$ cat src/hdl/gemap_pkg.sv
// ----------------------------------------------------------------------------
// Gamepad key mapper package
// Shared types, event codes, key numbers, register indexes, reset thresholds and the button code table.
// ----------------------------------------------------------------------------
package gemap_pkg;

	// Event kinds carried by the operation field.
	localparam logic OP_KEY = 1'b0;
	localparam logic OP_ABS = 1'b1;

	// Absolute axis event codes.
	localparam logic [9:0] ABS_X     = 10'h000;
	localparam logic [9:0] ABS_Y     = 10'h001;
	localparam logic [9:0] ABS_Z     = 10'h002;
	localparam logic [9:0] ABS_RX    = 10'h003;
	localparam logic [9:0] ABS_RY    = 10'h004;
	localparam logic [9:0] ABS_RZ    = 10'h005;
	localparam logic [9:0] ABS_HAT_X = 10'h010;
	localparam logic [9:0] ABS_HAT_Y = 10'h011;

	// Key numbers of the results.
	localparam logic [4:0] KEY_TL2        = 5'd11;
	localparam logic [4:0] KEY_TR2        = 5'd12;
	localparam logic [4:0] KEY_DPAD_UP    = 5'd13;
	localparam logic [4:0] KEY_DPAD_DOWN  = 5'd14;
	localparam logic [4:0] KEY_DPAD_LEFT  = 5'd15;
	localparam logic [4:0] KEY_DPAD_RIGHT = 5'd16;
	localparam logic [4:0] KEY_LS_LEFT    = 5'd17;
	localparam logic [4:0] KEY_LS_UP      = 5'd19;
	localparam logic [4:0] KEY_RS_LEFT    = 5'd21;
	localparam logic [4:0] KEY_RS_UP      = 5'd23;

	// Configuration register indexes.
	localparam logic [2:0] REG_LEFT_X    = 3'd0;
	localparam logic [2:0] REG_LEFT_Y    = 3'd1;
	localparam logic [2:0] REG_RIGHT_X   = 3'd2;
	localparam logic [2:0] REG_RIGHT_Y   = 3'd3;
	localparam logic [2:0] REG_LEFT_TRIG = 3'd4;
	localparam logic [2:0] REG_RIGHT_TRIG = 3'd5;

	// Reset values of the thresholds.
	localparam logic [31:0] STICK_THR_RESET = 32'h4000C000;
	localparam logic [15:0] TRIG_THR_RESET  = 16'd128;

	// Stick zones.
	typedef enum logic [1:0] {
		ZONE_CENTER = 2'd0,
		ZONE_LOW    = 2'd1,
		ZONE_HIGH   = 2'd2
	} zone_t;

	// One result item.
	typedef struct packed {
		logic [4:0] key_id;
		logic       pressed;
		logic       last_in_run;
	} res_t;

	// Threshold registers as seen by the decoder.
	typedef struct packed {
		logic [3:0][31:0] stick_thr;
		logic [1:0][15:0] trig_thr;
	} cfg_t;

	// Decoder verdict for one input item.
	typedef struct packed {
		logic [1:0] count;
		res_t       r0;
		res_t       r1;
		logic       zone_we;
		logic [1:0] zone_axis;
		zone_t      zone;
	} dec_t;

	// Button code table: hit flag and table position.
	function automatic logic [5:0] btn_lookup(input logic [9:0] code);
		logic [5:0] r;
		case (code)
			10'h130: r = {1'b1, 5'd0};
			10'h131: r = {1'b1, 5'd1};
			10'h134: r = {1'b1, 5'd2};
			10'h133: r = {1'b1, 5'd3};
			10'h13a: r = {1'b1, 5'd4};
			10'h13c: r = {1'b1, 5'd5};
			10'h13b: r = {1'b1, 5'd6};
			10'h13d: r = {1'b1, 5'd7};
			10'h13e: r = {1'b1, 5'd8};
			10'h136: r = {1'b1, 5'd9};
			10'h137: r = {1'b1, 5'd10};
			10'h138: r = {1'b1, 5'd11};
			10'h139: r = {1'b1, 5'd12};
			10'h220: r = {1'b1, 5'd13};
			10'h221: r = {1'b1, 5'd14};
			10'h222: r = {1'b1, 5'd15};
			10'h223: r = {1'b1, 5'd16};
			default: r = 6'd0;
		endcase
		return r;
	endfunction

endpackage

$ cat src/hdl/gemap_decode.sv
// ----------------------------------------------------------------------------
// Gamepad key mapper event decoder
// Classifies one input event and forms its zero, one or two result items.
// ----------------------------------------------------------------------------
module gemap_decode #(
	parameter int VALUE_WIDTH = 16
) (
	input  logic                          operation,
	input  logic [9:0]                    event_code,
	input  logic signed [VALUE_WIDTH-1:0] event_value,
	input  gemap_pkg::cfg_t               cfg,
	input  gemap_pkg::zone_t [3:0]        zones,
	output gemap_pkg::dec_t               dec
);
	import gemap_pkg::*;

	// Compare width holds both the value and the 16-bit thresholds.
	localparam int CW = (VALUE_WIDTH > 16) ? VALUE_WIDTH : 16;

	logic signed [CW-1:0] v_ext;
	logic signed [CW-1:0] lo_ext;
	logic signed [CW-1:0] hi_ext;
	logic signed [CW-1:0] trig_ext;
	logic [5:0]  btn;
	logic        v_nz;
	logic        v_m1;
	logic        stick_hit;
	logic [1:0]  axis;
	logic [4:0]  key_lo;
	logic [31:0] thr;
	zone_t       zone_new;

	assign v_ext = CW'(event_value);
	assign v_nz  = |event_value;
	assign v_m1  = &event_value;
	assign btn   = btn_lookup(event_code);

	// Select the stick axis that the code names, if any.
	always_comb begin
		stick_hit = 1'b1;
		axis      = 2'd0;
		key_lo    = KEY_LS_LEFT;
		case (event_code)
			ABS_X: begin
				axis   = 2'd0;
				key_lo = KEY_LS_LEFT;
			end
			ABS_Y: begin
				axis   = 2'd1;
				key_lo = KEY_LS_UP;
			end
			ABS_RX: begin
				axis   = 2'd2;
				key_lo = KEY_RS_LEFT;
			end
			ABS_RY: begin
				axis   = 2'd3;
				key_lo = KEY_RS_UP;
			end
			default: stick_hit = 1'b0;
		endcase
	end

	assign thr      = cfg.stick_thr[axis];
	assign lo_ext   = CW'($signed(thr[15:0]));
	assign hi_ext   = CW'($signed(thr[31:16]));
	assign trig_ext = (event_code == ABS_Z) ? CW'($signed(cfg.trig_thr[0]))
	                                        : CW'($signed(cfg.trig_thr[1]));

	// Low zone wins when the thresholds are crossed.
	always_comb begin
		if (v_ext < lo_ext) begin
			zone_new = ZONE_LOW;
		end else if (v_ext >= hi_ext) begin
			zone_new = ZONE_HIGH;
		end else begin
			zone_new = ZONE_CENTER;
		end
	end

	// Form the result items for the event kind.
	always_comb begin
		dec           = '0;
		dec.zone_axis = axis;
		dec.zone      = zone_new;
		if (operation == OP_KEY) begin
			if (btn[5]) begin
				dec.count = 2'd1;
				dec.r0    = '{key_id: btn[4:0], pressed: v_nz, last_in_run: 1'b1};
			end
		end else if (stick_hit) begin
			if (zones[axis] != zone_new) begin
				dec.count   = 2'd2;
				dec.zone_we = 1'b1;
				dec.r0 = '{key_id: key_lo, pressed: zone_new == ZONE_LOW,
				           last_in_run: 1'b0};
				dec.r1 = '{key_id: key_lo + 5'd1, pressed: zone_new == ZONE_HIGH,
				           last_in_run: 1'b1};
			end
		end else begin
			case (event_code)
				ABS_HAT_X: begin
					dec.count = 2'd2;
					dec.r0 = '{key_id: KEY_DPAD_LEFT, pressed: v_m1, last_in_run: 1'b0};
					dec.r1 = '{key_id: KEY_DPAD_RIGHT, pressed: v_nz && !v_m1,
					           last_in_run: 1'b1};
				end
				ABS_HAT_Y: begin
					dec.count = 2'd2;
					dec.r0 = '{key_id: KEY_DPAD_UP, pressed: v_m1, last_in_run: 1'b0};
					dec.r1 = '{key_id: KEY_DPAD_DOWN, pressed: v_nz && !v_m1,
					           last_in_run: 1'b1};
				end
				ABS_Z: begin
					dec.count = 2'd1;
					dec.r0 = '{key_id: KEY_TL2, pressed: v_ext >= trig_ext,
					           last_in_run: 1'b1};
				end
				ABS_RZ: begin
					dec.count = 2'd1;
					dec.r0 = '{key_id: KEY_TR2, pressed: v_ext >= trig_ext,
					           last_in_run: 1'b1};
				end
				default: dec.count = 2'd0;
			endcase
		end
	end

endmodule

$ cat src/hdl/gamepad_event_to_key_mapper_unit.sv
// ----------------------------------------------------------------------------
// Gamepad event to key mapper
// Turns controller button, hat, stick and trigger events into key items.
// ----------------------------------------------------------------------------
// Usage:
// Input items (operation, event_code, event_value) are taken on in_valid
// while in_stall is low. Each item is decoded in the cycle it is accepted,
// the stick zone state is updated at once, and its zero, one or two result
// items are written into a four-entry result queue. Results leave on
// out_valid while out_stall is low, one per cycle, with last_in_run set on
// the final result of each input item.
// For an empty queue, out_valid rises in the cycle after acceptance.
// Throughput: one input item per cycle while in_stall is low for items with
// at most one result; items with two results are held back by the single
// result port. in_stall rises when fewer than two queue entries are free,
// so a stalled receiver backs up into the input channel after the queue
// fills. Thresholds are written through cfg_write, cfg_index and cfg_data.
// Reset clears the queue, sets every stick zone to center and loads the
// default thresholds.
// ----------------------------------------------------------------------------
module gamepad_event_to_key_mapper_unit #(
	parameter int VALUE_WIDTH = 16
) (
	input  logic                          clk,
	input  logic                          arst_n,
	input  logic                          cfg_write,
	input  logic [2:0]                    cfg_index,
	input  logic [31:0]                   cfg_data,
	input  logic                          in_valid,
	output logic                          in_stall,
	input  logic                          operation,
	input  logic [9:0]                    event_code,
	input  logic signed [VALUE_WIDTH-1:0] event_value,
	output logic                          out_valid,
	input  logic                          out_stall,
	output logic [4:0]                    key_id,
	output logic                          pressed,
	output logic                          last_in_run
);
	import gemap_pkg::*;

	cfg_t            cfg_q;
	zone_t [3:0]     zone_q;
	dec_t            dec;
	res_t [3:0]      queue_q;
	logic [1:0]      wr_ptr_q;
	logic [1:0]      rd_ptr_q;
	logic [2:0]      cnt_q;
	logic            in_acc;
	logic            out_acc;
	logic [1:0]      push_n;
	res_t            head;
	res_t            next_head;

	// Threshold registers.
	always_ff @(posedge clk or negedge arst_n) begin
		if (!arst_n) begin
			cfg_q.stick_thr <= {4{STICK_THR_RESET}};
			cfg_q.trig_thr  <= {2{TRIG_THR_RESET}};
		end else if (cfg_write) begin
			case (cfg_index)
				REG_LEFT_X:     cfg_q.stick_thr[0] <= cfg_data;
				REG_LEFT_Y:     cfg_q.stick_thr[1] <= cfg_data;
				REG_RIGHT_X:    cfg_q.stick_thr[2] <= cfg_data;
				REG_RIGHT_Y:    cfg_q.stick_thr[3] <= cfg_data;
				REG_LEFT_TRIG:  cfg_q.trig_thr[0]  <= cfg_data[15:0];
				REG_RIGHT_TRIG: cfg_q.trig_thr[1]  <= cfg_data[15:0];
				default: ;
			endcase
		end
	end

	gemap_decode #(
		.VALUE_WIDTH(VALUE_WIDTH)
	) u_decode (
		.operation  (operation),
		.event_code (event_code),
		.event_value(event_value),
		.cfg        (cfg_q),
		.zones      (zone_q),
		.dec        (dec)
	);

	assign in_stall = (cnt_q > 3'd2);
	assign in_acc   = in_valid && !in_stall;
	assign out_acc  = out_valid && !out_stall;
	assign push_n   = in_acc ? dec.count : 2'd0;

	// Stick zone state follows each accepted stick item.
	always_ff @(posedge clk or negedge arst_n) begin
		if (!arst_n) begin
			zone_q <= {4{ZONE_CENTER}};
		end else if (in_acc && dec.zone_we) begin
			zone_q[dec.zone_axis] <= dec.zone;
		end
	end

	// Result queue storage; a pair is written into two adjacent entries.
	always_ff @(posedge clk) begin
		if (push_n != 2'd0) begin
			queue_q[wr_ptr_q] <= dec.r0;
		end
		if (push_n == 2'd2) begin
			queue_q[wr_ptr_q + 2'd1] <= dec.r1;
		end
	end

	// Queue pointers and fill count.
	always_ff @(posedge clk or negedge arst_n) begin
		if (!arst_n) begin
			wr_ptr_q <= 2'd0;
			rd_ptr_q <= 2'd0;
			cnt_q    <= 3'd0;
		end else begin
			wr_ptr_q <= wr_ptr_q + push_n;
			rd_ptr_q <= rd_ptr_q + {1'b0, out_acc};
			cnt_q    <= cnt_q + {1'b0, push_n} - {2'b00, out_acc};
		end
	end

	assign head        = queue_q[rd_ptr_q];
	assign next_head   = queue_q[rd_ptr_q + 2'd1];
	assign out_valid   = (cnt_q != 3'd0);
	assign key_id      = head.key_id;
	assign pressed     = head.pressed;
	assign last_in_run = head.last_in_run;

`ifndef NO_ASSERTIONS
	// The fill count never passes the queue depth.
	a_cnt_bound: assert property (@(posedge clk) disable iff (!arst_n)
		cnt_q <= 3'd4)
		else $error("result queue overfilled");

	// The first item of a pair is always followed by its partner in the queue.
	a_pair_whole: assert property (@(posedge clk) disable iff (!arst_n)
		(out_valid && !last_in_run) |-> (cnt_q >= 3'd2))
		else $error("pair split in result queue");

	// The two items of a pair never both press.
	a_pair_exclusive: assert property (@(posedge clk) disable iff (!arst_n)
		(out_valid && !last_in_run && pressed) |-> !next_head.pressed)
		else $error("both keys of a pair pressed");

	// After a zone write, which only happens when the zone changes, the stored zone holds the new zone.
	a_zone_change: assert property (@(posedge clk) disable iff (!arst_n)
		(in_acc && dec.zone_we) |=> (zone_q[$past(dec.zone_axis)] == $past(dec.zone)))
		else $error("stick zone not updated");
`endif

endmodule

$ cat config.mk
export PLATFORM = sky130hd
export DESIGN_NAME = gamepad_event_to_key_mapper_unit
export DESIGN_NICKNAME = d
export VERILOG_FILES = /design/src/hdl/gemap_pkg.sv /design/src/hdl/gemap_decode.sv /design/src/hdl/gamepad_event_to_key_mapper_unit.sv
export SDC_FILE = /design/constraint.sdc
export NUM_CORES = 1
export LEC_CHECK = 0
export CAP_MARGIN = 20
export CORE_MARGIN = 10
export CORE_UTILIZATION = 55
export CTS_BUF_LIST = sky130_fd_sc_hd__clkbuf_4 sky130_fd_sc_hd__clkbuf_8
export CTS_CLUSTER_DIAMETER = 200
export DETAILED_ROUTE_END_ITERATION = 10
export DONT_BUFFER_PORTS = 1
export GPL_TIMING_DRIVEN = 0
export PLACE_DENSITY_LB_ADDON = 0.25
export SYNTH_ARGS = -nofsm -noshare
export SYNTH_HDL_FRONTEND = slang
export SYNTH_SLANG_ARGS = --single-unit
$ cat constraint.sdc
create_clock -name clk -period 4.1 [get_ports clk]
set_clock_uncertainty 0.2 [all_clocks]
set_input_delay 0.205 -clock clk [delete_from_list [all_inputs] [get_ports clk]]
set_output_delay 0.205 -clock clk [all_outputs]
set_load 0.01 [all_outputs]
==> results of run 1 <==
[flip-flops by register name, indices dropped and copies added (netlist names)]
register,flops
cfg_q,160
queue_q,28
zone_q,8
cnt_q,3
rd_ptr_q,2
wr_ptr_q,2
[layout make-up]
type	instances	area share
Multi-Input combinational cell	750	0.474
Sequential cell	203	0.351
Timing Repair Buffer	105	0.0673
Clock buffer	58	0.0485
Buffer	56	0.0270
Tap cell	270	0.0239
Clock inverter	6	0.00478
Inverter	14	0.00389
[path summary, 6_finish.rpt]
path	slack, ns	depth (start not counted)	startpoint	to
min in group clk	0.03	4	event_code[5]	queue_q[20]$_DFF_P_
worst min register to register	0.29	1	cnt_q[2]$_DFF_PN0_	cnt_q[2]$_DFF_PN0_
worst max register to register	0.12	16	cfg_q[111]$_DFFE_PN1P_	cnt_q[2]$_DFF_PN0_
max in group asynchronous	4.19	0	arst_n	cfg_q[23]$_DFFE_PN1P_
worst min-delay path	-0.84	0	arst_n	cfg_q[148]$_DFFE_PN0P_
worst max-delay path	-0.19	23	event_code[3]	cnt_q[2]$_DFF_PN0_
[cells by family (layout without fill, tap and decap cells)]
logic type,count (synthesis),count (layout)
compound gates,154,154
xor+xnor,8,8
fa+ha+maj,57,57
buf+inv,71,239
flops,203,203
mux,263,263
simple gates,268,268
[repair_timing]
action	in CTS	in global routing
endpoints found under the hold margin	345	175
cloned	1	1
setup endpoints to repair	39	31
setup buffers	35	26
gates resized for setup	59	86
pin swaps	30	33
[power by group]
part,internal [µW],total (µW),switching [µW]
Sequential,2420,2630,208
Combinational,875,1630,756
Clock,1130,2000,867
[through the flow]
step,util,std cells
3_3_place_gp,0.589,1294
4_1_cts,0.671,1435
6_report,0.697,1462
3_5_place_dp,0.589,1294
5_1_grt,0.697,1462
2_1_floorplan,-,1024
[synth_stat cells (3+ instances only)]
cell type	instances
o21ai_0	54
mux2i_1	48
or4_1	5
xor2_1	5
nand4b_1	4
dfstp_2	14
o211a_1	4
mux2_2	207
and4_1	3
o21ai_1	4
a31oi_1	5
o21a_1	4
o22ai_1	4
mux4_2	7
nor4_1	11
o211ai_1	5
and2_1	3
buf_2	3
nand2_1	81
and3_1	9
nor2b_1	11
or3_1	6
o31ai_1	8
a22oi_1	3
nor4b_1	3
dfxtp_1	28
nand4_1	12
a21oi_1	29
nor2_1	26
a31o_2	3
inv_1	13
a21o_1	8
dfrtp_1	161
nand2b_1	12
buf_1	9
a211oi_1	3
ha_1	56
nand3_1	47
nor3_1	20
clkbuf_1	43
xnor2_1	3
[worst max-delay path, cell delays in order]
cell and delay (ns):
or2_4 0.23, or2_1 0.23, buf_6 0.14, nor3_4 0.30
buf_6 0.16, clkbuf_16 0.15, nand2_4 0.05, nand3_2 0.07
o21ai_2 0.08, ha_1 0.32, nand4_1 0.20, nor2_2 0.08
a21boi_4 0.16, or4_4 0.49, and3_4 0.21, buf_6 0.12
o31ai_4 0.21, a21o_1 0.18, nand2_2 0.07, ha_4 0.23
fa_2 0.35, xor2_2 0.16, xnor2_1 0.12
[metal layers]
layer,share of wire,global-route usage
met5,0,0
met4,0.037,0.0926
met3,0.071,0.0526
met2,0.48,0.386
met1,0.41,0.290
==> flow_metrics.py, run 1 <==
metrics = {
    "sta": {
        "setup-tns-final_ns": -1.63,
        "timing.fmax_ghz": 0.233,
        "layout_setup_ws_ns": -0.193,
        "drv_slew": 0,
        "rsz0062_at_grt": "true",
        "fin_hold_ws_ns": -0.840,
        "finalSetupViolCount": 24,
        "fin_crit_sh": 1.05,
        "finalHoldViolations": 175,
        "slew_headroom": 0.323,
        "min_period_ns": 4.29,
        "tightest_slew_ns": 1.01,
    },
    "status": {
        "run_status": "finished with violations",
        "violations": "negative hold slack, negative setup slack",
    },
    "floorplan": {
        "dieArea_um2": 26800,
        "rows": 52,
        "start_util": 0.561,
        "fp.coreArea_um2": 20300,
        "io_pins": 76,
        "dieWidth_um": 164,
        "die_h_um": 164,
    },
    "cts": {
        "hold_buffers": 42,
        "root_buffer": "clkbuf_8",
        "h-tree-depth": 2,
        "clockBufferDepth": 3,
        "clk_latency_ns": 0.56,
        "cts-buffers-inserted": 36,
        "cts_num_sinks": 203,
        "cts.clk_slew.worst_paths_ns": 0.06,
        "cts_tree": "done",
    },
    "synthesis": {
        "ys_ff_latch": 203,
        "synth_top_family_by_area": "multiplexers",
        "synth.area.mux_share": 0.262,
        "ys_dominant_reg_cell": "dfrtp_1",
        "yosys.area.top_type_share": 0.354,
        "synth_xor_area_frac": 0.00616,
        "synth_cell_types": 74,
        "synth-simple-area-share": 0.123,
        "synth_warnings": 0,
        "synth-compound-area-share": 0.0854,
        "netlist_area_um2": 11400,
        "synth_edf_count": 0,
        "synth.largest_area_cell": "dfrtp_1",
        "synth.area.top_cells": "dfrtp_1 (35%), mux2_2 (20%), ha_1 (6.2%), dfxtp_1 (4.9%), mux2i_1 (4.2%)",
        "synth_area_per_cell_um2": 11.1,
        "async_flop_share": 0.862,
        "synthAdderAreaFrac": 0.0633,
        "ys_seq_area_frac": 0.436,
        "syn_inst": 1024,
        "syn-num-nets": 1148,
    },
    "run": {
        "drv_cap": 0,
    },
    "global_route": {
        "grt_max_degree": 176,
        "grt_pass1_wl_mm": 49.5,
        "track_usage": 0.233,
        "grt_overflow": 0,
        "antenna_found_initial": 0,
        "first_global_vias": 9000,
    },
    "detailed_routing": {
        "drt_iter0_markers": 587,
        "via_per_inst": 6.15,
        "finalWirelength_mm": 32.2,
        "wl_per_cell_um": 22.0,
        "drtPass1Iterations": 5,
        "drc": 0,
        "vias": 8994,
        "ant_nets": 0,
    },
    "critical_path": {
        "crit_type": "primary input to register",
        "cp_data_arrival_time_ns": 4.52,
        "crit_path_start_kind": "primary input",
        "required_ns": 4.33,
        "worstPathMaxFanout": 7,
        "critPathCaptureType": "register",
    },
    "pwr": {
        "power_uw": 6250,
        "power_leakage_uw": 0.00626,
        "powerDensity_nw_per_um2": 442,
        "vdd_drop_max_mv": 0.410,
    },
    "finish": {
        "num-fill-cells": 1440,
        "area_growth_pct": 24.3,
        "antenna-diode-count": 0,
        "seqCellArea_um2": 4960,
        "final_cell_mix": "mux2_2 (202), dfrtp_1 (161), nand2_1 (71)",
        "multi_input_area_um2": 6710,
        "stdcell_area_um2": 14100,
        "drive_above_1_share": 0.397,
        "fin_nets": 1290,
        "final_common_cell": "mux2_2",
    },
    "placed_design": {
        "dp_hpwl_mm": 21.1,
        "pre_cts_ws_ns": -1.76,
        "gp_congestion": 0.884,
        "placement.cell_area_um2": 12000,
        "portBuffers": 0,
    },
    "worst_hold_path": {
        "hp-class": "primary input to asynchronous set/reset pin",
    },
}
No activity file was read; power rests on OpenSTA's default activity.
==> run 2, diff against run 1 <==
HOLD_SLACK_MARGIN = 0.05   (was not set)
clock period = 5.4 ns   (was 4.1 ns; I/O delays follow)
==> run 2 against run 1 <==
Worst hold slack better by 0.93 ns. Largest power group unchanged. Register-to-register slack better by 0.56 ns. Utilization is 5.4 points lower. Critical path depth is 2 lower. Via count is 5.1% lower. Cell area is 7.7% lower. Worst setup slack better by 0.32 ns. Combinational power is 36% lower. Die area stayed put. Sequential power is 24% lower. Clock-buffer cell count stayed put. First-iteration DRC count is 19% lower. The flow now finishes without violations.
==> flow_metrics.py, run 2 (synthesis gave the netlist of run 1 again) <==
metrics = {
    "worst_hold_path": {
        "hold-path-cell-count": 4,
        "hp-class": "primary input to register",
        "min_to": "wr_ptr_q[1]$_DFF_PN0_",
        "hold_start": "operation",
    },
    "detailed_routing": {
        "via_per_inst": 6.08,
        "wl_per_cell_um": 21.4,
        "vias": 8536,
        "ant_nets": 0,
        "drt_iter0_markers": 474,
        "drtPass1Iterations": 5,
        "finalWirelength_mm": 30.1,
        "drc": 0,
    },
    "global_route": {
        "antenna_found_initial": 0,
        "grt_pass1_wl_mm": 48.3,
        "grt_overflow": 0,
        "first_global_vias": 8804,
        "track_usage": 0.226,
        "grt_max_degree": 176,
    },
    "placed_design": {
        "placement.cell_area_um2": 11700,
        "gp_congestion": 0.931,
        "dp_hpwl_mm": 21.3,
        "dp_cells": 1294,
        "portBuffers": 0,
    },
    "finish": {
        "drive_above_1_share": 0.291,
        "multi_input_area_um2": 6180,
        "final_common_cell": "mux2_2",
        "area_growth_pct": 14.7,
        "stdcell_area_um2": 13100,
        "final_core_util": 0.643,
        "fin_cells": 1404,
        "fin_nets": 1232,
        "reg_top3": "cfg_q: 160 flops, queue_q: 28 flops, zone_q: 8 flops",
        "regMostFlops": "cfg_q",
        "antenna-diode-count": 0,
        "largest_reg_flops": 160,
        "num-fill-cells": 1619,
        "seqCellArea_um2": 4960,
        "final_cell_mix": "mux2_2 (207), dfrtp_1 (161), nand2_1 (81)",
    },
    "sta": {
        "drv_slew": 0,
        "fin_crit_sh": 0.976,
        "rsz0062_at_grt": "false",
        "finalSetupViolCount": 0,
        "setup-tns-final_ns": 0,
        "timing.fmax_ghz": 0.190,
        "min_period_ns": 5.27,
        "tightest_slew_ns": 1.03,
        "slew_headroom": 0.310,
        "finalHoldViolations": 0,
    },
    "status": {
        "run_status": "complete, no violations",
    },
    "critical_path": {
        "required_ns": 5.61,
        "reg2reg_slack_ns": 0.68,
        "crit_path_start_kind": "primary input",
        "crit_type": "primary input to register",
        "timing.rr.start": "cfg_q[110]$_DFFE_PN1P_",
        "critPathCaptureType": "register",
        "cp_data_arrival_time_ns": 5.48,
        "rr_worst_depth": 16,
        "worstPathMaxFanout": 10,
        "reg2reg_to": "cnt_q[2]$_DFF_PN0_",
    },
    "cts": {
        "clockBufferDepth": 3,
        "cts_num_sinks": 203,
        "cts_tree": "done",
        "root_buffer": "clkbuf_8",
        "cts-buffers-inserted": 36,
        "cts.clk_slew.worst_paths_ns": 0.06,
        "h-tree-depth": 2,
        "clk_latency_ns": 0.54,
    },
    "pwr": {
        "power_uw": 4600,
        "vdd_drop_max_mv": 0.214,
        "power_leakage_uw": 0.00579,
        "powerDensity_nw_per_um2": 352,
    },
    "floorplan": {
        "die_h_um": 164,
        "dieArea_um2": 26800,
        "io_pins": 76,
        "rows": 52,
        "dieWidth_um": 164,
        "start_util": 0.561,
        "fp.coreArea_um2": 20300,
    },
    "run": {
        "drv_cap": 0,
    },
}
==> run 2: changes by cell type in the layout (fill, tap and decap cells not counted), sizes merged <==
cell         before  now
dlygate4sd3      42   41
clkinv            3    4
inv              16   15
buf              80   20
clkbuf           97  100
==> run 2: area by class of cell <==
cell class,count,share of cell area
clock buffers,58,0.0569
repair buffers,48,0.0370
plain buffers,55,0.0182
flip-flops and latches,203,0.380
clock inverters,6,0.00451
multi-input cells,750,0.473
well taps,270,0.0259
inverters,14,0.00422
==> run 2: routing by layer <==
metal  vias up  global-route usage  routed length, µm
li1       3976                   -                  -
met1      4210               0.280              12700
met2       279               0.370              14200
met3        71              0.0591               2130
met4         0              0.0894               1060
met5         -                   0                  0
==> run 2: metrics by stage <==
stage | worst slack (ns) | hold slack [ns]
floorplan | 0.262 | -0.226
CTS | 0.108 | 0.0574
global route | 0.0154 | 0.103
global placement | -0.957 | -0.214
finish | 0.128 | 0.0868
detailed placement | -0.995 | -0.211
==> run 2: worst max-delay path by stage <==
stage	endpoint	from	slack, ns
after CTS	cnt_q[2]$_DFF_PN0_	event_code[2]	0.11
after global routing	cnt_q[2]$_DFF_PN0_	event_code[0]	0.02
after detailed placement	cnt_q[2]$_DFF_PN0_	event_code[2]	-1.0
final	cnt_q[2]$_DFF_PN0_	event_code[0]	0.13
after global placement	cnt_q[2]$_DFF_PN0_	event_code[2]	-0.96
after floorplan	cnt_q[2]$_DFF_PN0_	event_code[2]	0.26
==> run 2: worst max-delay path, stage by stage <==
cell	delay (ns)
buf_2	0.18
xnor2_1	0.26
or2_1	0.14
buf_4	0.20
clkbuf_4	0.29
mux2_2	0.37
o21ai_0	0.34
ha_1	0.34
nand4_1	0.17
nor2_1	0.10
a21boi_1	0.18
or4_1	0.53
and3_1	0.19
clkbuf_1	0.19
o31ai_4	0.35
a21o_1	0.24
nand2_1	0.09
ha_1	0.32
fa_1	0.44
xor2_1	0.17
xnor2_1	0.13
==> run 2: timing repair <==
item                       4_1_cts  5_1_grt
hold endpoints to repair       343        0
resized for setup                8       18
hold buffers                    42        0
setup endpoints to repair       10       17
pin swaps                        2        2
setup buffers                    5        1
==> run 2: report_power, final <==
part           switching [µW]  internal, µW  total, µW  leakage (µW)
combinational             519           527       1050       0.00304
clock                     640           919       1560      0.000428
sequential                155          1840       1990       0.00232
total                    1310          3280       4600       0.00579
==> run 3, diff against run 2 <==
clock period = 4.35 ns   (was 5.4 ns; I/O delays follow)
==> run 3 against run 2 <==
The run now ends with negative hold slack left. Worst hold slack worse by 0.92 ns. Flip-flop and latch count stayed put. Sequential share of layout area is 1.5 points lower. Sequential power is 24% higher. Utilization is 2.6 points higher. Non-clock buffer count is 22 higher. Combinational power is 34% higher. Global-route usage is 0.54 points higher. Critical path type unchanged. Largest cell class unchanged.
==> flow_metrics.py, run 3 (synthesis gave the netlist of run 1 again) <==
metrics = {
    "status": {
        "run_status": "finished with violations",
        "violations": "negative hold slack",
    },
    "cts": {
        "clk_latency_ns": 0.56,
        "hold_buffers": 45,
        "cts-buffers-inserted": 36,
        "cts.clk_slew.worst_paths_ns": 0.06,
        "clockBufferDepth": 3,
        "cts_tree": "done",
        "cts_num_sinks": 203,
        "h-tree-depth": 2,
        "root_buffer": "clkbuf_8",
    },
    "run": {
        "drv_cap": 0,
    },
    "detailed_routing": {
        "finalWirelength_mm": 31.1,
        "ant_nets": 0,
        "via_per_inst": 6.06,
        "dr_wl_met2_mm": 15.3,
        "drt_iter0_markers": 616,
        "drtPass1Iterations": 5,
        "top_layer_used": "met4",
        "dr_wl_met3_mm": 2.18,
        "drc": 0,
        "met1_length_mm": 12.6,
        "wl_per_cell_um": 21.7,
        "vias": 8679,
    },
    "finish": {
        "drive_above_1_share": 0.336,
        "area_growth_pct": 19.3,
        "final_common_cell": "mux2_2",
        "stdcell_area_um2": 13600,
        "final_cell_mix": "mux2_2 (203), dfrtp_1 (161), nand2_1 (78)",
        "final_core_util": 0.669,
        "reg_top3": "cfg_q: 160 flops, queue_q: 28 flops, zone_q: 8 flops",
        "fin_nets": 1254,
        "largest_reg_flops": 160,
        "regMostFlops": "cfg_q",
    },
    "pwr": {
        "vdd_drop_max_mv": 0.325,
        "powerDensity_nw_per_um2": 428,
        "power_uw": 5810,
        "power_leakage_uw": 0.00598,
    },
    "critical_path": {
        "rr_worst_depth": 16,
        "crit_type": "primary input to register",
        "timing.rr.start": "cfg_q[108]$_DFFE_PN0P_",
        "cp_data_arrival_time_ns": 4.50,
        "cp_slowest_cell": "or4_4",
        "worstPathMaxFanout": 9,
        "slowest_delay_ns": 0.56,
        "reg2reg_to": "cnt_q[2]$_DFF_PN0_",
        "cp_num_buf_inv": 5,
        "reg2reg_slack_ns": 0.34,
        "path_delay_family": "simple AND/OR/NAND/NOR gates",
        "crit_path_start_kind": "primary input",
        "required_ns": 4.59,
        "critPathCaptureType": "register",
        "cp_cell_sequence": "or4_4, nor3_4, buf_12, inv_8, clkbuf_16, buf_4, nand2_1, nand3_1, o21ai_0, ha_1, nand3_1, nor3_1, nor4_1, a31o_2, and4b_2, or3_4, buf_12, o31ai_4, mux2_4, mux2_2",
        "startpoint": "event_code[9]",
    },
    "global_route": {
        "antenna_found_initial": 2,
        "grt_overflow": 0,
        "grt_max_degree": 176,
        "track_usage": 0.232,
        "first_global_vias": 9117,
        "grt_pass1_wl_mm": 49.3,
    },
    "sta": {
        "rsz0062_at_grt": "true",
        "drv_slew": 0,
        "tightest_slew_ns": 1.10,
        "slew_headroom": 0.259,
        "fin_hold_ws_ns": -0.833,
        "finalSetupViolCount": 0,
        "fin_crit_sh": 0.979,
        "timing.fmax_ghz": 0.235,
        "finalHoldViolations": 175,
        "min_period_ns": 4.26,
    },
    "placed_design": {
        "placement.cell_area_um2": 12000,
        "portBuffers": 0,
        "dp_hpwl_mm": 21.3,
        "gp_congestion": 0.860,
    },
    "floorplan": {
        "start_util": 0.561,
        "dieWidth_um": 164,
        "die_h_um": 164,
        "rows": 52,
        "fp.coreArea_um2": 20300,
        "dieArea_um2": 26800,
        "io_pins": 76,
    },
    "worst_hold_path": {
        "hp-class": "primary input to asynchronous set/reset pin",
    },
}
run 3: cell count changes in the layout (fill, tap and decap cells not counted), sizes merged:
| cell | delta |
|---|---|
| diode | +3 |
| inv | -1 |
| clkinvlp | +2 |
| buf | +19 |
| clkbuf | -3 |
| clkinv | +3 |
| dlygate4sd3 | +4 |
run 3: how the worst max path moves through the flow:
stage | end | slack (ns) | depth (start not counted)
CTS | queue_q[18]$_DFF_P_ | 0.01 | 23
global placement | cnt_q[2]$_DFF_PN0_ | -1.47 | 21
floorplan | cnt_q[2]$_DFF_PN0_ | -0.48 | 24
global route | queue_q[8]$_DFF_P_ | -0.04 | 20
finish | queue_q[4]$_DFF_P_ | 0.09 | 20
detailed placement | cnt_q[2]$_DFF_PN0_ | -1.53 | 21
run 3: routing by layer:
metal	track usage	vias up
li1	-	4021
met1	0.276	4294
met2	0.394	285
met3	0.0593	79
met4	0.0894	0
met5	0	-
run 3: area by class of cell:
type | instances | area, µm²
clock inverters | 10 | 91.3
inverters | 14 | 60.1
repair buffers | 71 | 672
clock buffers | 56 | 702
plain buffers | 54 | 328
fillers | 1538 | 6720
multi-input cells | 750 | 6420
well taps | 270 | 338
flip-flops and latches | 203 | 4960
diodes | 3 | 7.51
run 3: power by group:
group | leakage, µW | switching (µW) | internal, µW
combinational | 0.00324 | 663 | 746
clock | 0.000419 | 832 | 1100
sequential | 0.00232 | 194 | 2280
run 3: timing repair:
action                     4_1_cts  5_1_grt
gates resized for setup         39       18
pin swaps                       11       10
setup endpoints to repair       39       31
hold endpoints to repair       347      175
buffers inserted                18        7
cloned                           0        0
run 3: stage by stage:
| step | setup slack (ns) | instances | hold WS [ns] | setup TNS, ns |
|---|---|---|---|---|
| 6_report | 0.0900 | 1431 | -0.833 | 0 |
| 5_1_grt | -0.0416 | 1430 | -0.850 | -0.146 |
| 4_1_cts | 0.0111 | 1421 | -0.845 | 0 |
| 3_5_place_dp | -1.53 | 1294 | -0.271 | -42.93 |
| 3_3_place_gp | -1.47 | 1294 | -0.269 | -40.69 |
| 2_1_floorplan | -0.484 | 1024 | -0.278 | -3.38 |
